==> config.mk <==
export PLATFORM = sky130hd
export DESIGN_NAME = smv_queue
export DESIGN_NICKNAME = d
export VERILOG_FILES = /design/src/rtl/smv_pkg.sv /design/src/rtl/smv_queue.sv
export VERILOG_INCLUDE_DIRS = /design/src /design/src/rtl
export SDC_FILE = /design/constraint.sdc
export NUM_CORES = 1
export LEC_CHECK = 0
export BUFFER_PORTS_ARGS = -buffer_cell sky130_fd_sc_hd__buf_2
export CAP_MARGIN = 30
export CORE_MARGIN = 4
export CORE_UTILIZATION = 57
export DETAILED_ROUTE_END_ITERATION = 8
export PLACE_DENSITY_LB_ADDON = 0.3
export SLEW_MARGIN = 20
export SYNTH_ARGS = -nofsm -noshare
export SYNTH_HDL_FRONTEND = slang
export SYNTH_SLANG_ARGS = --single-unit
==> constraint.sdc <==
create_clock -name clock -period 3.1 [get_ports clock]
set_input_delay 0.155 -clock clock [delete_from_list [all_inputs] [get_ports clock]]
set_output_delay 0.155 -clock clock [all_outputs]
set_load 0.05 [all_outputs]
==> src/rtl/csr_sparse_matrix_vector_mac_core_defines.svh <==
// Assertion macros shared by the sparse matrix-vector core.
// Each use sits in a module that has signals named clock and reset.
`ifndef CSR_SPARSE_MATRIX_VECTOR_MAC_CORE_DEFINES_SVH
`define CSR_SPARSE_MATRIX_VECTOR_MAC_CORE_DEFINES_SVH

`ifndef SYNTHESIS

// Check a same-cycle property outside reset.
`define SMV_ASSERT(label, prop, msg) \
   label: assert property (@(posedge clock) disable iff (reset) (prop)) else $error(msg);

// Check that a condition leads to another in the next cycle, outside reset.
`define SMV_ASSERT_NEXT(label, pre, post, msg) \
   label: assert property (@(posedge clock) disable iff (reset) (pre) |=> (post)) \
      else $error(msg);

`else

`define SMV_ASSERT(label, prop, msg)
`define SMV_ASSERT_NEXT(label, pre, post, msg)

`endif

`endif

==> src/rtl/smv_pkg.sv <==
package smv_pkg;

   // Store geometry
   localparam int MAX_DIM     = 1024;
   localparam int MAX_VECTORS = 8;
   localparam int STORE_DEPTH = MAX_DIM * MAX_VECTORS;
   localparam int STORE_AW    = $clog2(STORE_DEPTH);

   // Field widths
   localparam int OP_W       = 2;
   localparam int VEC_W      = 3;
   localparam int COL_W      = 10;
   localparam int ROW_W      = 10;
   localparam int VAL_W      = 32;
   localparam int SUM_W      = 64;
   localparam int FRAC_SHIFT = 16;

   // Queue between front and back
   localparam int QUEUE_DEPTH = 4;
   localparam int QPTR_W      = $clog2(QUEUE_DEPTH);
   localparam int QCNT_W      = $clog2(QUEUE_DEPTH + 1);

   typedef enum logic [OP_W-1:0] {
      OP_LOAD      = 2'd0,
      OP_ROW_START = 2'd1,
      OP_NONZERO   = 2'd2
   } op_type;

   typedef struct packed {
      op_type                   op;
      logic [VEC_W-1:0]         vec;
      logic [COL_W-1:0]         col;
      logic [ROW_W-1:0]         row;
      logic signed [VAL_W-1:0]  val;
      logic                     last;
   } cmd_type;

   // Queue status seen by the front
   typedef struct packed {
      logic full;
      logic empty;
   } queue_status_type;

endpackage

==> src/rtl/smv_queue.sv <==
`include "csr_sparse_matrix_vector_mac_core_defines.svh"

module smv_queue (
   input  logic                      clock,
   input  logic                      reset,
   input  logic                      push,
   input  smv_pkg::cmd_type          push_cmd,
   input  logic                      pop,
   output logic                      head_valid,
   output smv_pkg::cmd_type          head_cmd,
   output smv_pkg::queue_status_type q_status
);

   smv_pkg::cmd_type              entry_ff [smv_pkg::QUEUE_DEPTH];
   logic [smv_pkg::QPTR_W-1:0]    wr_ptr_ff, wr_ptr_in;
   logic [smv_pkg::QPTR_W-1:0]    rd_ptr_ff, rd_ptr_in;
   logic [smv_pkg::QCNT_W-1:0]    count_ff, count_in;

   function automatic logic [smv_pkg::QPTR_W-1:0] ptr_next(
      input logic [smv_pkg::QPTR_W-1:0] ptr
   );
      if (ptr == smv_pkg::QPTR_W'(smv_pkg::QUEUE_DEPTH - 1)) begin
         return '0;
      end
      return ptr + 1'b1;
   endfunction

   // Advance pointers and occupancy
   always_comb begin
      wr_ptr_in = push ? ptr_next(wr_ptr_ff) : wr_ptr_ff;
      rd_ptr_in = pop  ? ptr_next(rd_ptr_ff) : rd_ptr_ff;
      count_in  = count_ff;
      if (push && !pop) begin
         count_in = count_ff + 1'b1;
      end else if (pop && !push) begin
         count_in = count_ff - 1'b1;
      end
   end

   always_ff @(posedge clock) begin
      if (reset) begin
         wr_ptr_ff <= '0;
         rd_ptr_ff <= '0;
         count_ff  <= '0;
      end else begin
         wr_ptr_ff <= wr_ptr_in;
         rd_ptr_ff <= rd_ptr_in;
         count_ff  <= count_in;
      end
   end

   always_ff @(posedge clock) begin
      if (push) begin
         entry_ff[wr_ptr_ff] <= push_cmd;
      end
   end

   assign head_valid     = (count_ff != '0);
   assign head_cmd       = entry_ff[rd_ptr_ff];
   assign q_status.full  = (count_ff == smv_pkg::QCNT_W'(smv_pkg::QUEUE_DEPTH));
   assign q_status.empty = (count_ff == '0);

   `SMV_ASSERT(a_queue_no_overflow, push |-> !q_status.full, "queue push while full")
   `SMV_ASSERT_NEXT(a_queue_pop_drains, pop && !push, count_ff == $past(count_ff) - 1'b1,
      "queue count did not drop on pop")

endmodule

==> run metrics <==
nets a little over 600; unrepaired setup endpoints after global routing false; clk root buf clkbuf_16; Peak supply drop 0.000475 V; clock power share between 30% and 40%; Vias between 4k and 5k; Crit path required time slightly below 3 ns; filler instances roughly 900; Slew Viols, Final 0; Crit. End Element output port; delay-heaviest family, CP flip-flops; CTS buffer count 24; flop and latch count out of synthesis about 240; Buf/Inv on CP 2; Remaining Overflow, GRT 0; initial antenna violation count 0; Yosys cell types 19; TritonCTS clock tree built; total power around 7.7 mW; num ports roughly 120; vias in the first global route between 4k and 5k; Syn Area/Cell between 20 and 30 um2; Bufs on Longest Clock Path 3; DRC Markers 0; Setup Crit Path Kind flip-flop to output port; Area Overhead vs Synth 25.7%; WL/cell 20.9 um; syn_nets about 420; area of the multi-input gates roughly 1600 um2; die height ~130 um; Sw Ratio about a quarter; largest family of logic cells by synthesized area multiplexers; crit path time final between 2 and 3 ns; Util after Layout about three quarters; # clock sinks between 200 and 250; Logic pwr share around an eighth; ant diodes 0; Max Cap Viol 0; P_int roughly 6 mW; Worst-path clk slew roughly 0.06 ns; CP Launch Type flip-flop; Critical Path Max Stage Delay around 0.71 ns; Leakage Power just under 4 nW; Slew @ Worst Pin about 0.58 ns; simple-gate portion of the synthesized area less than 1%; Synth Area in Adders 1.08%; switching pwr about 1.8 mW; worst min-delay path category input port to flip-flop; final hold vios 0; synthesized area between 8000 and 9000 um2; Ys Warns 0; Pre-antenna DRT Iters 6; core footprint between 15000 and 20000 um2; final setup vio count 0; f_max 398 MHz; mux cell area share after synthesis 15.2%; XOR/XNOR share of the synthesized area less than 1%; Tcrit/Tclk final roughly four fifths; relative slew slack approximately three fifths; Final Instance Area approximately 11000 um2; Syn Inst Count between 300 and 400; Critical Path Fanout Max 27; WL final between 15 and 20 mm; gp weighted congestion 0.711; post-route ant nets 0; critical path, cell by cell buf_4 > mux4_2 > buf_2; Slowest-stage cell, CP dfxtp_4; Port Buffer Count about 120; Synth Area in Compound Gates less than 1%; worst-skew pair later-pin latency 0.50 ns; final setup TNS 0 ns; worst path arrival time around 2.4 ns; Starting Density 58.1%; Detail Placement HPWL around 8.8 mm; Flop pwr share between 40% and 50%; Setup Fix Bufs, Post-CTS 0; 1st-iter DRT viols approximately 250; gr usage total 18.7%; Vias/cell ~5.5; Die W ~130 um; ratio of cells with drive above 1 in the final layout 39.8%; row count 45; number of H-tree levels 1; PD cells between 600 and 700 nW/um2; placed cell area between 9000 and 10000 um2; register area around 7200 um2; status finished clean; register area share after synthesis between 80 and 90%; die area 17600 um2; clk_skew about 0.010 ns; first-pass GRT wire length approximately 26 mm; largest net degree at the start of global routing 59
[per-layer routing]
| layer | GRT usage (%) | wire length, um | share of wire [%] |
|---|---|---|---|
| met5 | 0 | 0 | 0 |
| met4 | 4.50 | 336 | 2.1 |
| met3 | 4.18 | 889 | 5.6 |
| met2 | 32.0 | 8410 | 53 |
| met1 | 25.0 | 6210 | 39 |
[Yosys cell counts, drive strengths merged]
library cell  number  share of area, %
a21oi              2              0.11
and2               4              0.28
buf               13               1.4
dfxtp              9               2.0
edfxtp           232                79
fa                 1              0.23
ha                 6              0.85
inv                5              0.21
mux2i              4              0.45
mux4              58                15
nor2               7              0.30
nor3b              2              0.17
o21ai              1             0.057
or3                2              0.14
xor2               2              0.20
[path summary, 6_finish.rpt]
check / slack (ns) / depth (start not counted) / startpoint / endpoint
max: 0.59 / 3 / flip-flop / head_cmd[40]
min: 0.40 / 2 / push_cmd[44] / entry_ff[2][44]
max reg2reg: 1.33 / 3 / wr_ptr_ff[0] / entry_ff[3][35]
min reg2reg: 0.51 / 2 / count_ff[2] / count_ff[2]
[final cells by class]
class / count / share of cell area [%]
Tap cell: 188 / 2.12
Sequential cell: 241 / 64.4
Multi-Input combinational cell: 89 / 14.0
Inverter: 5 / 0.169
Clock buffer: 35 / 6.15
Timing Repair Buffer: 192 / 12.2
Clock inverter: 9 / 1.04
[power groups by stage]
stage          Clock [mW]  Combinational (mW)  Sequential (mW)
3_5_place_dp            0               0.949             3.86
6_report             2.87                1.01             3.79
5_1_grt              3.08                1.06             3.80
4_1_cts              2.93                1.01             3.79
2_1_floorplan           0               0.726             3.83
3_3_place_gp            0               0.935             3.85
[per-stage QoR]
step                      worst slack [ns]  std cells  hold WS (ns)
after floorplan                      0.758        348         0.224
after global placement                1.09        654         0.363
after detailed placement              1.04        654         0.372
after CTS                            0.507        759         0.384
after global routing                 0.392        759         0.406
final                                0.585        759         0.401
[cells in the final DEF (no fill, tap or decap), drive strengths merged]
cell type / count
bufinv: 3
mux4: 58
xor2: 2
nor2: 7
dfxtp: 9
edfxtp: 232
inv: 5
and2: 4
o21ai: 1
a21oi: 2
or3: 2
ha: 6
fa: 1
dlygate4sd3: 61
buf: 131
nor3b: 2
mux2i: 4
clkinv: 6
clkbuf: 35
[logic make-up (layout without fill, tap and decap cells)]
group                      after synthesis  after routing
DFF                                    241            241
muxes                                   62             62
buffers and inverters                   18            241
and+or+nand+nor                         15             15
adders and majority gates                7              7
AOI/OAI and AO/OA                        3              3
xor gates and xnor gates                 2              2
[sequential cells by signal, indices dropped and copies added, names as in the netlist, named ones only]
| name | count |
|---|---|
| count_ff | 3 |
| rd_ptr_ff | 2 |
| wr_ptr_ff | 2 |
| entry_ff | 232 |
[what timing repair did]
| item | in CTS | in global routing |
|---|---|---|
| hold endpoints to repair | 241 | 0 |
| gates resized for setup | 0 | 0 |
| hold buffers | 61 | 0 |
Power figures use the tool's default switching activity.
