===== src/rtl/csr_sparse_matrix_vector_mac_core_defines.svh =====
// Assertion macros shared by the sparse matrix-vector core.
// Each use sits in a module that has signals named clock and reset.
`ifndef CSR_SPARSE_MATRIX_VECTOR_MAC_CORE_DEFINES_SVH
`define CSR_SPARSE_MATRIX_VECTOR_MAC_CORE_DEFINES_SVH

`ifndef SYNTHESIS

// Check a same-cycle property outside reset.
`define SMV_ASSERT(label, prop, msg) \
   label: assert property (@(posedge clock) disable iff (reset) (prop)) else $error(msg);

// Check that a condition leads to another in the next cycle, outside reset.
`define SMV_ASSERT_NEXT(label, pre, post, msg) \
   label: assert property (@(posedge clock) disable iff (reset) (pre) |=> (post)) \
      else $error(msg);

`else

`define SMV_ASSERT(label, prop, msg)
`define SMV_ASSERT_NEXT(label, pre, post, msg)

`endif

`endif


===== src/rtl/smv_pkg.sv =====
package smv_pkg;

   // Store geometry
   localparam int MAX_DIM     = 1024;
   localparam int MAX_VECTORS = 8;
   localparam int STORE_DEPTH = MAX_DIM * MAX_VECTORS;
   localparam int STORE_AW    = $clog2(STORE_DEPTH);

   // Field widths
   localparam int OP_W       = 2;
   localparam int VEC_W      = 3;
   localparam int COL_W      = 10;
   localparam int ROW_W      = 10;
   localparam int VAL_W      = 32;
   localparam int SUM_W      = 64;
   localparam int FRAC_SHIFT = 16;

   // Queue between front and back
   localparam int QUEUE_DEPTH = 4;
   localparam int QPTR_W      = $clog2(QUEUE_DEPTH);
   localparam int QCNT_W      = $clog2(QUEUE_DEPTH + 1);

   typedef enum logic [OP_W-1:0] {
      OP_LOAD      = 2'd0,
      OP_ROW_START = 2'd1,
      OP_NONZERO   = 2'd2
   } op_type;

   typedef struct packed {
      op_type                   op;
      logic [VEC_W-1:0]         vec;
      logic [COL_W-1:0]         col;
      logic [ROW_W-1:0]         row;
      logic signed [VAL_W-1:0]  val;
      logic                     last;
   } cmd_type;

   // Queue status seen by the front
   typedef struct packed {
      logic full;
      logic empty;
   } queue_status_type;

endpackage


===== src/rtl/smv_front.sv =====
module smv_front (
   input  logic                            clock,
   input  logic                            reset,
   input  logic                            req_valid,
   output logic                            req_stall,
   input  logic [smv_pkg::OP_W-1:0]        req_operation,
   input  logic [smv_pkg::VEC_W-1:0]       req_vector_select,
   input  logic [smv_pkg::COL_W-1:0]       req_column_index,
   input  logic [smv_pkg::ROW_W-1:0]       req_row_index,
   input  logic signed [smv_pkg::VAL_W-1:0] req_item_value,
   input  logic                            req_last_in_row,
   input  smv_pkg::queue_status_type       q_status,
   output logic                            push,
   output smv_pkg::cmd_type                push_cmd
);

   logic             f_valid_ff, f_valid_in;
   smv_pkg::cmd_type f_cmd_ff;
   smv_pkg::cmd_type cls_cmd;
   logic             cls_keep;

   // Classify the request: drop unused codes, loads never end a row
   always_comb begin
      cls_cmd.op   = smv_pkg::op_type'(req_operation);
      cls_cmd.vec  = req_vector_select;
      cls_cmd.col  = req_column_index;
      cls_cmd.row  = req_row_index;
      cls_cmd.val  = req_item_value;
      cls_cmd.last = req_last_in_row;
      cls_keep     = 1'b1;
      unique case (smv_pkg::op_type'(req_operation))
         smv_pkg::OP_LOAD: begin
            cls_cmd.last = 1'b0;
         end
         smv_pkg::OP_ROW_START, smv_pkg::OP_NONZERO: begin
            cls_keep = 1'b1;
         end
         default: begin
            cls_keep = 1'b0;
         end
      endcase
   end

   // Hold while the queue is full
   assign req_stall = f_valid_ff && q_status.full;
   assign push      = f_valid_ff && !q_status.full;
   assign push_cmd  = f_cmd_ff;

   always_comb begin
      if (req_stall) begin
         f_valid_in = 1'b1;
      end else begin
         f_valid_in = req_valid && cls_keep;
      end
   end

   always_ff @(posedge clock) begin
      if (reset) begin
         f_valid_ff <= 1'b0;
      end else begin
         f_valid_ff <= f_valid_in;
      end
   end

   always_ff @(posedge clock) begin
      if (!req_stall && req_valid) begin
         f_cmd_ff <= cls_cmd;
      end
   end

endmodule


===== config.mk =====
export PLATFORM = sky130hd
export DESIGN_NAME = smv_front
export DESIGN_NICKNAME = d
export VERILOG_FILES = /design/src/rtl/csr_sparse_matrix_vector_mac_core_defines.svh /design/src/rtl/smv_pkg.sv /design/src/rtl/smv_front.sv
export SDC_FILE = /design/constraint.sdc
export NUM_CORES = 1
export LEC_CHECK = 0
export BUFFER_PORTS_ARGS = -buffer_cell sky130_fd_sc_hd__buf_2
export CAP_MARGIN = 20
export CORE_ASPECT_RATIO = 0.75
export CORE_UTILIZATION = 43
export DETAILED_ROUTE_END_ITERATION = 16
export PLACE_DENSITY = 0.81
export SLEW_MARGIN = 40
export SYNTH_ARGS = -nofsm -noshare
export SYNTH_HDL_FRONTEND = slang
export SYNTH_SLANG_ARGS = --single-unit

===== constraint.sdc =====
create_clock -name clock -period 9.55 [get_ports clock]
set_input_delay 1.91 -clock clock [delete_from_list [all_inputs] [get_ports clock]]
set_output_delay 1.91 -clock clock [all_outputs]
set_load 0.005 [all_outputs]

==> results of run 1 <==
[critical path: stages]
cell,delay (ns)
buf_2,0.08
and2b_2,0.20
buf_2,0.12
[cell families after synthesis]
kind of cell	after synthesis
flops	59
compound gates	3
simple gates	3
[cell type report]
cell class / instances / area [um^2] / share of cell area
Multi-Input combinational cell: 6 / 56.3 / 0.0209
Clock inverter: 7 / 68.8 / 0.0256
Clock buffer: 9 / 124 / 0.0460
Timing Repair Buffer: 122 / 613 / 0.228
Tap cell: 55 / 68.8 / 0.0256
Sequential cell: 59 / 1760 / 0.654
[per-stage QoR]
| step | std cells | hold WS, ns |
|---|---|---|
| after detailed placement | 242 | 0.618 |
| after floorplan | 65 | 0.583 |
| after global routing | 258 | 0.663 |
| after CTS | 258 | 0.634 |
| after global placement | 242 | 0.613 |
| final | 258 | 0.626 |
[where the power goes]
part | switching [mW] | leakage [nW] | internal, mW
logic | 0.0173 | 0.516 | 0.0194
clock network | 0.0943 | 0.0849 | 0.119
registers | 0.00328 | 0.571 | 0.303
[metal layers]
| layer | up-vias | global-route usage |
|---|---|---|
| met4 | 0 | 0.102 |
| met1 | 521 | 0.172 |
| met5 | - | 0 |
| met2 | 70 | 0.265 |
| li1 | 527 | - |
| met3 | 4 | 0.102 |
[flip-flops by register name, summed over array words and instances, names as in the netlist]
name / cells
f_valid_ff: 1
push_cmd: 58
[synthesized netlist by cell type]
| master | instances |
|---|---|
| nor2b_1 | 1 |
| edfxtp_1 | 58 |
| a21boi_0 | 1 |
| and2b_2 | 1 |
| o21ba_1 | 1 |
| and2_4 | 1 |
| o21a_1 | 1 |
| dfxtp_1 | 1 |
[worst max-delay path by stage]
| stage | start | end | slack [ns] | cells after the start |
|---|---|---|---|---|
| finish | q_status[1] | push | 5.33 | 3 |
| floorplan | q_status[1] | push_cmd[0] | 4.42 | 2 |
| detailed placement | q_status[1] | push | 5.33 | 3 |
| global route | q_status[1] | push | 5.31 | 3 |
| global placement | q_status[1] | push | 5.33 | 3 |
| CTS | q_status[1] | push | 5.33 | 3 |
[cell usage in the layout (no fill, tap or decap)]
cell type   count
a21boi_0        1
and2_4          1
and2b_2         1
buf_2         121
buf_4           1
bufinv_16       1
clkbuf_8        9
clkinv_1        1
clkinv_2        1
clkinvlp_4      4
dfxtp_1         1
edfxtp_1       58
nor2b_4         1
o21a_1          1
o21ba_1         1
==> results.json, run 1 <==
{
  "status": "finished clean",
  "end_kind": "output pin",
  "final_util": 0.664,
  "power.density_nw_per_um2": 206,
  "nets": 261,
  "hold-path-cell-count": 2,
  "tightest_slew_ns": 0.524,
  "dr_total_vias": 1122,
  "synthMuxAreaShare": 0,
  "drt_iter0_markers": 41,
  "period_share": 0.442,
  "post-route-worst-setup-slack_ns": 5.33,
  "post_cts_buffers": 0,
  "io_pins": 123,
  "clock_path_buffers": 2,
  "dp_slack_ns": 5.33,
  "syn2layout_area_growth_pct": 48.7,
  "grt_pass1_wl_um": 4990,
  "wl_met1_um": 1320,
  "setup-tns-final_ns": 0,
  "synth_compound_area_frac": 0.0138,
  "slew_viol_final": 0,
  "vias_per_cell": 4.35,
  "yosysWarnings": 0,
  "final.min_clock_period_ns": 4.22,
  "synth_cells": 65,
  "wl_met2_um": 1770,
  "whs_endpoint": "f_valid_ff",
  "hold_violations": 0,
  "holdCritPathClass": "flip-flop to flip-flop",
  "drt-total-wl_um": 3490,
  "clk_pin_slew_worst_paths_ns": 0.07,
  "cap_violations": 0,
  "cts_hold_buf": 0,
  "synth_fa_ha_area_frac": 0,
  "fmax_ghz": 0.237,
  "finalPower_mw": 0.556,
  "yosysSeqAreaShare": 0.973,
  "routed.top_layer": "met4",
  "netlist_area_um2": 1810,
  "hp-start": "f_valid_ff",
  "die_w_um": 76.9,
  "power_leakage_nw": 1.17,
  "diodes": 0,
  "startpoint_type": "primary input",
  "ff2ff_path_depth": 3,
  "cp_data_arrival_time_ns": 2.31,
  "synth.net_count": 128,
  "grt_max_degree": 46,
  "r2r_setup_slack_ns": 7.82,
  "r2r_start": "f_valid_ff",
  "rsz0062_at_grt": "no",
  "cts_tree": "built",
  "grt-ovfl-total": 0,
  "setup_viol": 0,
  "synth-xor-area-share": 0,
  "synth.area.top_cells": "edfxtp_1 (96%), dfxtp_1 (1.1%), o21ba_1 (0.55%)",
  "cts.repair.resized": 0,
  "critPathMaxFanout": 2,
  "antenna_left": 0,
  "clock-sinks": 59,
  "yosys.area_share.simple": 0.0131,
  "die_area_um2": 4480,
  "initial_core_util": 0.447,
  "post_dp_cell_area_um2": 2500,
  "wire_per_inst_um": 13.5,
  "antenna_found_initial": 0,
  "insertion_delay_ns": 0.33,
  "drt_first_pass_iters": 4,
  "synth_top_family_by_area": "compound AO/OA/AOI/OAI gates",
  "num_rows": 20,
  "ys_types": 8,
  "cts_made_buffers": 9,
  "htreeDepth": 3,
  "post-route-drc-count": 0,
  "drive_above_1_share": 0.690,
  "skew_ns": 0.00633,
  "grt_pass1_vias": 1027,
  "yosysTopAreaCell": "edfxtp_1",
  "nFillCells": 303,
  "port_buffers": 121,
  "synth.ff_latch_count": 59,
  "worst-setup-path-type": "primary input to output pin",
  "die_y_um": 58.2,
  "grt.total_usage": 0.168,
  "netlist.area_leader.share": 0.962,
  "core_area_um2": 4050,
  "required_ns": 7.64,
  "wl_met3_um": 345,
  "postSynthAreaPerCell_um2": 27.9,
  "final_cell_area_um2": 2690,
  "gp_congestion": 0.623,
  "relSlewSlack": 0.651,
  "root_buffer": "clkbuf_8",
  "peakVddDrop_mv": 0.143,
  "timing.rr.end": "push_cmd[27]"
}
(Power assumes the default switching activity.)
==> run 2: changes to the inputs <==
--- a/config.mk
+++ b/config.mk
@@ -8,9 +8,9 @@
 export BUFFER_PORTS_ARGS = -buffer_cell sky130_fd_sc_hd__buf_2
 export CAP_MARGIN = 20
 export CORE_ASPECT_RATIO = 0.75
-export CORE_UTILIZATION = 43
+export CORE_UTILIZATION = 36
 export DETAILED_ROUTE_END_ITERATION = 16
-export PLACE_DENSITY = 0.81
+export PLACE_DENSITY = 0.72
 export SLEW_MARGIN = 40
 export SYNTH_ARGS = -nofsm -noshare
 export SYNTH_HDL_FRONTEND = slang
==> constraint.sdc (replaced) <==
create_clock -name clock -period 3.8 [get_ports clock]
set_input_delay 0.76 -clock clock [delete_from_list [all_inputs] [get_ports clock]]
set_output_delay 0.76 -clock clock [all_outputs]
set_load 0.005 [all_outputs]
==> results.json, run 2 (synthesized netlist as in run 1, its figures left out) <==
{
  "cp_data_arrival_time_ns": 2.01,
  "relSlewSlack": 0.637,
  "final.min_clock_period_ns": 2.05,
  "tightest_slew_ns": 0.544,
  "period_share": 0.539,
  "grt_pass1_vias": 1139,
  "clock-sinks": 59,
  "wl_met3_um": 461,
  "die_y_um": 63.4,
  "status": "finished, violations left",
  "startpoint_type": "primary input",
  "layout_common_cells": "buf_2 (121), edfxtp_1 (58), clkbuf_8 (10)",
  "num_rows": 21,
  "clock_path_buffers": 2,
  "final_common_cell": "buf_2",
  "worst-setup-path-type": "primary input to flip-flop",
  "violations": "DRC",
  "slew_viol_final": 0,
  "power_leakage_nw": 1.18,
  "wire_per_inst_um": 13.1,
  "io_pins": 123,
  "cts_hold_buf": 0,
  "holdCritPathClass": "primary input to flip-flop",
  "hold_violations": 0,
  "antenna_found_initial": 0,
  "drt_iter0_markers": 41,
  "final_util": 0.579,
  "wl_met1_um": 1260,
  "grt_max_degree": 39,
  "setup_viol": 0,
  "initial_core_util": 0.389,
  "end_kind": "flip-flop",
  "gp_congestion": 0.656,
  "port_buffers": 121,
  "insertion_delay_ns": 0.32,
  "drt-total-wl_um": 3420,
  "root_buffer": "clkbuf_8",
  "grt_pass1_wl_um": 5380,
  "drive_above_1_share": 0.680,
  "die_w_um": 83.9,
  "nets": 261,
  "post-route-drc-count": 12,
  "slowest_delay_ns": 0.51,
  "fmax_ghz": 0.489,
  "required_ns": 3.77,
  "critPathMaxFanout": 38,
  "routed.top_layer": "met4",
  "skew_ns": 0.00563,
  "syn2layout_area_growth_pct": 48.7,
  "wl_met2_um": 1640,
  "htreeDepth": 3,
  "path_buf_inv": 2,
  "cts_tree": "built",
  "cp_cell_sequence": "buf_2 > and2_4 > nor2b_4 > buf_4",
  "dr_total_vias": 1110,
  "setup-tns-final_ns": 0,
  "core_area_um2": 4650,
  "path_delay_family": "buffers and inverters",
  "clk_pin_slew_worst_paths_ns": 0.07,
  "largest_reg_flops": 58,
  "hold_slack_ns": 0.601,
  "grt.total_usage": 0.144,
  "rsz0062_at_grt": "no",
  "slowest_stage": "buf_4",
  "power.density_nw_per_um2": 518,
  "die_area_um2": 5320,
  "post_cts_buffers": 0,
  "cts.repair.resized": 0,
  "peakVddDrop_mv": 0.249,
  "drt_first_pass_iters": 10,
  "grt-ovfl-total": 0,
  "antenna_left": 0,
  "diodes": 0,
  "cap_violations": 0,
  "vias_per_cell": 4.27,
  "cts_made_buffers": 9
}
[run 2: cell types whose count changed in the layout (fill, tap and decap cells not counted)]
| cell | before | now |
|---|---|---|
| clkbuf_8 | 9 | 10 |
| clkinv_2 | 1 | 2 |
| clkinvlp_4 | 4 | 0 |
| clkinv_1 | 1 | 0 |
| clkbuf_1 | 0 | 3 |
[run 2: routing by layer]
layer | GRT usage | up-vias
li1 | - | 527
met1 | 0.142 | 497
met2 | 0.226 | 76
met3 | 0.101 | 10
met4 | 0.0776 | 0
met5 | 0 | -
[run 2: per-stage QoR]
| step | std cells | total power [mW] | area [um^2] | worst slack (ns) |
|---|---|---|---|---|
| final | 260 | 1.39 | 2690 | 1.75 |
| after global routing | 260 | 1.46 | 2690 | 1.65 |
| after CTS | 260 | 1.42 | 2690 | 1.75 |
| after detailed placement | 244 | 0.877 | 2500 | 1.39 |
| after global placement | 244 | 0.874 | 2500 | 1.44 |
| after floorplan | 65 | 0.806 | 1810 | 0.940 |
[run 2: final cells by class]
cell class	instances	area [um^2]
repair buffers	122	613
fillers	375	1960
flip-flops and latches	59	1760
well taps	57	71.3
clock buffers	13	149
clock inverters	3	40.0
multi-input cells	6	56.3
[run 2: final timing paths]
kind / start / endpoint / slack (ns) / cells after the start
max reg2reg: f_valid_ff / push_cmd[9] / 1.99 / 3
min reg2reg: f_valid_ff / f_valid_ff / 0.66 / 2
min: req_item_value[15] / push_cmd[16] / 0.60 / 1
max: q_status[1] / push_cmd[9] / 1.75 / 4
[run 2: worst register-to-register path, delay by kind of cell, from the launching register on]
family                 cells  cell delay (ns)
AND/OR/NAND/NOR            2             0.60
buffers and inverters      1             0.52
flip-flops                 1             0.32
[run 2: report_power, final]
part / leakage (nW) / total [mW] / internal (mW) / switching [mW]
Clock: 0.0974 / 0.533 / 0.319 / 0.214
Combinational: 0.516 / 0.0918 / 0.0487 / 0.0431
Sequential: 0.571 / 0.770 / 0.762 / 0.00834
Total: 1.18 / 1.39 / 1.13 / 0.266
